## config.mk

```make
export PLATFORM = sky130hd
export DESIGN_NAME = sdr_stage
export DESIGN_NICKNAME = d
export VERILOG_FILES = /design/src/rtl/sdr_pkg.sv /design/src/rtl/sdr_stage.sv
export SDC_FILE = /design/constraint.sdc
export NUM_CORES = 1
export LEC_CHECK = 0
export BUFFER_PORTS_ARGS = -buffer_cell sky130_fd_sc_hd__clkbuf_2
export CORE_UTILIZATION = 30
export DETAILED_ROUTE_END_ITERATION = 8
export GPL_TIMING_DRIVEN = 0
export PLACE_DENSITY = 0.49
export SYNTH_ARGS = -nofsm -noshare
export SYNTH_HDL_FRONTEND = slang
export SYNTH_SLANG_ARGS = --single-unit
```

## constraint.sdc

```tcl
create_clock -name clk -period 14.4 [get_ports clk]
set_clock_uncertainty 0.05 [all_clocks]
set_input_delay 1.44 -clock clk [delete_from_list [all_inputs] [get_ports clk]]
set_output_delay 1.44 -clock clk [all_outputs]
set_load 0.05 [all_outputs]
```

## src/rtl/sdr_pkg.sv

```systemverilog
`default_nettype none
package sdr_pkg;

  localparam int unsigned DataW = 64;

  typedef enum logic [1:0] {
    KIND_INT_QUO  = 2'd0,
    KIND_INT_REM  = 2'd1,
    KIND_LONG_QUO = 2'd2,
    KIND_LONG_REM = 2'd3
  } kind_t;

  typedef struct packed {
    kind_t              kind;
    logic signed [63:0] dividend;
    logic signed [63:0] divisor;
  } in_word_t;

  typedef struct packed {
    logic signed [63:0] result;
    logic               divide_by_zero;
  } out_word_t;

  // Per-item control that rides along with the divider stages.
  typedef struct packed {
    logic narrow;
    logic want_rem;
    logic a_neg;
    logic q_neg;
    logic dbz;
  } ctl_t;

endpackage
`default_nettype wire

```

## src/rtl/sdr_stage.sv

```systemverilog
`default_nettype none
// Restoring division over BITS quotient bits, one register stage.
module sdr_stage #(
  parameter int unsigned BITS = 4
) (
  input  wire logic                    clk,
  input  wire logic                    rst_n,
  input  wire logic                    en,
  input  wire logic                    vld_in,
  input  wire sdr_pkg::ctl_t           ctl_in,
  input  wire logic [sdr_pkg::DataW-1:0] rem_in,
  input  wire logic [sdr_pkg::DataW-1:0] quo_in,
  input  wire logic [sdr_pkg::DataW-1:0] den_in,
  output logic                         vld_r,
  output sdr_pkg::ctl_t                ctl_r,
  output logic [sdr_pkg::DataW-1:0]    rem_r,
  output logic [sdr_pkg::DataW-1:0]    quo_r,
  output logic [sdr_pkg::DataW-1:0]    den_r
);
  localparam int unsigned W = sdr_pkg::DataW;

  logic [W-1:0] rem_nxt;
  logic [W-1:0] quo_nxt;

  always_comb begin
    logic [W:0] trial;
    rem_nxt = rem_in;
    quo_nxt = quo_in;
    for (int i = 0; i < int'(BITS); i++) begin
      trial = {rem_nxt, quo_nxt[W-1]} - {1'b0, den_in};
      if (!trial[W]) begin
        rem_nxt = trial[W-1:0];
      end else begin
        rem_nxt = {rem_nxt[W-2:0], quo_nxt[W-1]};
      end
      quo_nxt = {quo_nxt[W-2:0], ~trial[W]};
    end
  end

  always_ff @(posedge clk) begin
    if (!rst_n) begin
      vld_r <= 1'b0;
    end else if (en) begin
      vld_r <= vld_in;
    end
  end

  always_ff @(posedge clk) begin
    if (en) begin
      ctl_r <= ctl_in;
      rem_r <= rem_nxt;
      quo_r <= quo_nxt;
      den_r <= den_in;
    end
  end
endmodule
`default_nettype wire

```

Yosys cells after proc, flatten, opt, wreduce, memory -nomap -nowiden:

Cells that the tools add are included.

* add/sub/neg operators: 4
* muxes and demuxes: 4
* bitwise gates (word level): 4

Operators by type and width (number)
* $sub A65 B64 Y65: 4
* $mux W64: 4
* $not A1 Y1: 4

* register bits after elaboration: 198
* bits of input ports: 201
* output and inout bits: 198
* word-level logic and storage cells: 21

Longest topological paths before layout:

* word-level depth: 8
* mapped depth: 69
* depth with buffers taken out: 60

Least setup slack after synthesis:

No wires, ideal clock.

* path kind: input port to flip-flop
* start point: input port den_in[49] (netlist bit)
* end point: register rem_r[16] (netlist bit), data pin
* setup time: 260 ps
* data arrival time: 14247 ps
* data required time: 14090 ps
* path slack: -157 ps
* stages: 63
* buffers on the path: 10
* cells stage by stage: inv_1 ha_1 buf_2 a21o_1 a221o_1 a41o_1 nor4bb_1 a211oi_2 o2111ai_1 or3_1 nand2_1 clkbuf_1 buf_2 buf_1 nor2_1 a21oi_1 inv_1 ha_1 [... 27 more ...] mux2_2 ha_1 a21oi_1 o21ai_0 a2111oi_0 o21ai_0 a21oi_1 o32a_1 o21ai_0 nand4_1 nand2_1 a31o_2 a21o_1 a21o_1 xnor2_1 buf_6 buf_6 mux2_4

* longest elaborated chain between the ends: 8

Ends and longest elaborated chain
* from (decl): RTL line sdr_stage.sv:13 `input wire logic [sdr_pkg::DataW-1:0] den_in,`
* $sub A65 B64 Y65: RTL line sdr_stage.sv:30 `trial = {rem_nxt, quo_nxt[W-1]} - {1'b0, den_in};`
* $mux W64: RTL line sdr_stage.sv:31 `if (!trial[W]) begin`
* $sub A65 B64 Y65: RTL line sdr_stage.sv:30
* $mux W64: RTL line sdr_stage.sv:31
* $sub A65 B64 Y65: RTL line sdr_stage.sv:30
* $mux W64: RTL line sdr_stage.sv:31
* $sub A65 B64 Y65: RTL line sdr_stage.sv:30
* $mux W64 *: RTL line sdr_stage.sv:31
* named net rem_nxt[16]: RTL line sdr_stage.sv:22 `logic [W-1:0] rem_nxt;`
* to (signal assigned): RTL line sdr_stage.sv:51 `rem_r <= rem_nxt;`
* to (decl): RTL line sdr_stage.sv:16 `output logic [sdr_pkg::DataW-1:0] rem_r,`

Mark *: on every way through the listed nets, which the timed path passes. The rest lies on a longest branch.
A chain may end at the register's enable or synchronous reset.

Worst setup path in the final report:

* start point: input port den_in[52] (netlist bit)
* end point: register rem_r[30] (netlist bit), data pin

The elaborated chain is that of the path after synthesis.

==> summary.md <==
| Metric | Value |
|---|---|
| # hold bufs at CTS | `0` |
| Dpl hpwl | `72,900 µm` |
| Worst R2R Setup Slack | `13,750 ps` |
| Final instance area | `31,000 µm²` |
| PortBufs | `398` |
| Distinct cells, synth | `80` |
| Fmax | `70.0 MHz` |
| Antenna viol nets, final | `0` |
| CTS sink cnt | `198` |
| Worst-Skew Late Latency | `490 ps` |
| Sequential standard cell area | `5940 µm²` |
| Mean post-synth cell area | `8.48 µm²` |
| Post-synth net total | `3,228` |
| Post-Synth XOR/XNOR Area | `8.40%` |
| Post-synth EDFFs | `197` |
| Synth Area in Compound Gates | `25.7%` |
| Vias in the first global route | `21,400` |
| Row cnt | `102` |
| Clock buffer depth | `2` |
| Area leader, netlist | `edfxtp_1` |
| Cells after Synth | `2,767` |
| Die span in x | `282 µm` |
| Wirelength per Cell | `21.5 µm` |
| Total track usage | `22.6%` |
| Mux contribution to synthesized area | `7.13%` |
| Top cells by area, synth | `edfxtp_1, ha_1, a21oi_1` |
| Placed Area | `26,800 µm²` |
| Status | `finished, final reports clean` |
| # DRC | `0` |
| Slew headroom | `35.9%` |
| Ys flop type | `edfxtp_1` |
| Final worst slack | `104 ps` |
| Crit path max-delay cell type | `or4_4` |
| Area of the multi-input gates | `18,200 µm²` |
| First DRT Iteration DRCs | `1,519` |
| Final Routed Wirelength | `93,700 µm` |
| Die Area | `79,300 µm²` |
| Tightest Pin Transition | `951 ps` |
| Largest net degree at the start of global routing | `107` |
| Most frequent cells after synthesis | `a21oi_1, nand2_1, ha_1` |
| First-pass GRT wire length | `134,000 µm` |
| Share of flip-flops with an asynchronous set or reset | `0%` |
| Final-report max-slew violation count | `0` |
| CTS tree | `done` |
| Seq/Total Area, Yosys | `25.3%` |
| Clock slew at reported path FFs | `80 ps` |
| Main combinational cell family by area after synthesis | `compound AO/OA/AOI/OAI gates` |
| Post-Synth Adder-Cell Area | `14.0%` |
| Root Driver | `clkbuf_16` |
| I/O pin total | `399` |
| Final Wtd Congestion | `0.935` |
| Synth-to-layout area growth | `31.9%` |
| Simple-gate share of the synthesized area | `15.3%` |
| ANT cells | `0` |
| R2r endpoint | `vld_r$_SDFFE_PN0P_` |
| Startpoint types | `input port` |
| Share of cells above drive strength 1 | `30.0%` |
| Via Count | `23,200` |
| Routed vias/inst | `5.33` |
| Fin crit share | `99.3%` |
| Nets | `3,761` |
| Max Fanout on Critical Path | `8` |
| Placed cells | `4,208` |
| Count leader, synth | `a21oi_1` |
| Gr ovfl total | `0` |
| Critical path class | `in -> reg` |
| Syn Std Cell Area | `23,500 µm²` |
| Reg-to-reg critical path startpoint | `vld_r$_SDFFE_PN0P_` |
| Worst hold path type | `reg -> reg` |
| TritonRoute pass-1 iters | `5` |
| Required @ worst endpoint | `14,590 ps` |
| H-tree levels | `4` |
| Post-synth top area share | `25.2%` |
| Non-filler cells in the finished layout | `4,353` |
| Final Hold Violating Endpoints | `0` |
| Worst Path Arrival | `14,490 ps` |
| Critical path startpoint | `den_in[52]` |
| Worst path most repeated cell | `buf_12` |
| End of the critical path | `rem_r[30]$_DFFE_PP_` |
| Finish-stage setup viols | `0` |
| DP Worst Slack | `-7780 ps` |
| Initial Utilization | `30.3%` |
| Die Y | `282 µm` |
| Critical Path End Type | `flip-flop` |
| Core ar. | `77,500 µm²` |
| Unrepaired setup endpoints after global routing | `true` |
| Initial antenna violation count | `9` |
| Tmin final | `14,300 ps` |
| Final core occ | `40.0%` |
| Largest stage delay, worst path | `490 ps` |
| Num CTS Buffers | `17` |
| Fillers | `7,897` |
| Worst-case reg-to-reg path depth | `2` |
| Synth warnings | `0` |
| Yosys reg bits | `198` |
| Total of max-cap violations | `0` |
-- flip-flops by register name, indices dropped and copies added (netlist names) --
signal and count:
vld_r 1, den_r 64, ctl_r 5, quo_r 64
rem_r 64
-- metrics by stage --
stage          hold WS [ps]  setup TNS [ps]
2_1_floorplan           693               0
3_3_place_gp            455         -504500
3_5_place_dp            456         -497170
4_1_cts                 479               0
5_1_grt                 518           -8560
6_report                480               0
-- layout by cell type (no fill, tap or decap), types with 115 or more instances in the layout --
master / n
a21o_1: 144
a21oi_1: 260
buf_4: 115
clkbuf_2: 393
edfxtp_1: 197
ha_1: 199
inv_1: 133
nand2_1: 272
nor2_1: 171
o21ai_0: 147
xnor2_1: 140
-- cells by family after synthesis --
family | Yosys count
compound gates | 942
mux | 136
fa+ha+maj | 260
xor+xnor | 225
flops | 198
simple gates | 764
buf+inv | 242
-- what timing repair did --
item                                    4_1_cts  5_1_grt
gates resized for setup                     298      238
pin swaps                                    58       92
gates cloned                                  2        5
endpoints found under the setup margin       66       65
buffers inserted                             69       63
hold endpoints to repair                      0        0
-- layout make-up --
| cell class | count | area share, % |
|---|---|---|
| repair buffers | 539 | 10.9 |
| multi-input cells | 2327 | 58.9 |
| flip-flops and latches | 198 | 19.2 |
| well taps | 1040 | 4.20 |
| inverters | 154 | 2.19 |
| clock inverters | 11 | 0.529 |
| plain buffers | 63 | 2.61 |
| clock buffers | 21 | 1.45 |
-- worst min path at each step --
stage	startpoint	to	slack, ps	cells after the start
final	vld_r$_SDFFE_PN0P_	vld_r$_SDFFE_PN0P_	480	2
after global routing	vld_r$_SDFFE_PN0P_	vld_r$_SDFFE_PN0P_	520	2
after CTS	vld_r$_SDFFE_PN0P_	vld_r$_SDFFE_PN0P_	480	2
after detailed placement	vld_r$_SDFFE_PN0P_	vld_r$_SDFFE_PN0P_	460	2
after global placement	vld_r$_SDFFE_PN0P_	vld_r$_SDFFE_PN0P_	450	2
after floorplan	vld_r$_SDFFE_PN0P_	vld_r$_SDFFE_PN0P_	690	2
-- layer usage --
layer	part of all wire, %	global-route usage [%]	vias to the layer above	routed length (µm)
li1	-	-	11400	-
met1	45	30.1	11000	41800
met2	47	37.3	682	43600
met3	6.2	3.99	106	5790
met4	2.5	6.34	16	2360
met5	0.11	0	-	106
-- critical path: cells and delay by family --
| family | cells | cell delay [ps] |
|---|---|---|
| adders and majority gates | 4 | 1030 |
| AOI/OAI and AO/OA | 28 | 5640 |
| muxes | 3 | 930 |
| buffers and inverters | 19 | 2600 |
| xor gates and xnor gates | 1 | 150 |
| and+or+nand+nor | 13 | 2580 |
Power is left out: the tool's default activity adds up to more than one toggle a clock period on the data nets, which glitch-free logic cannot reach.
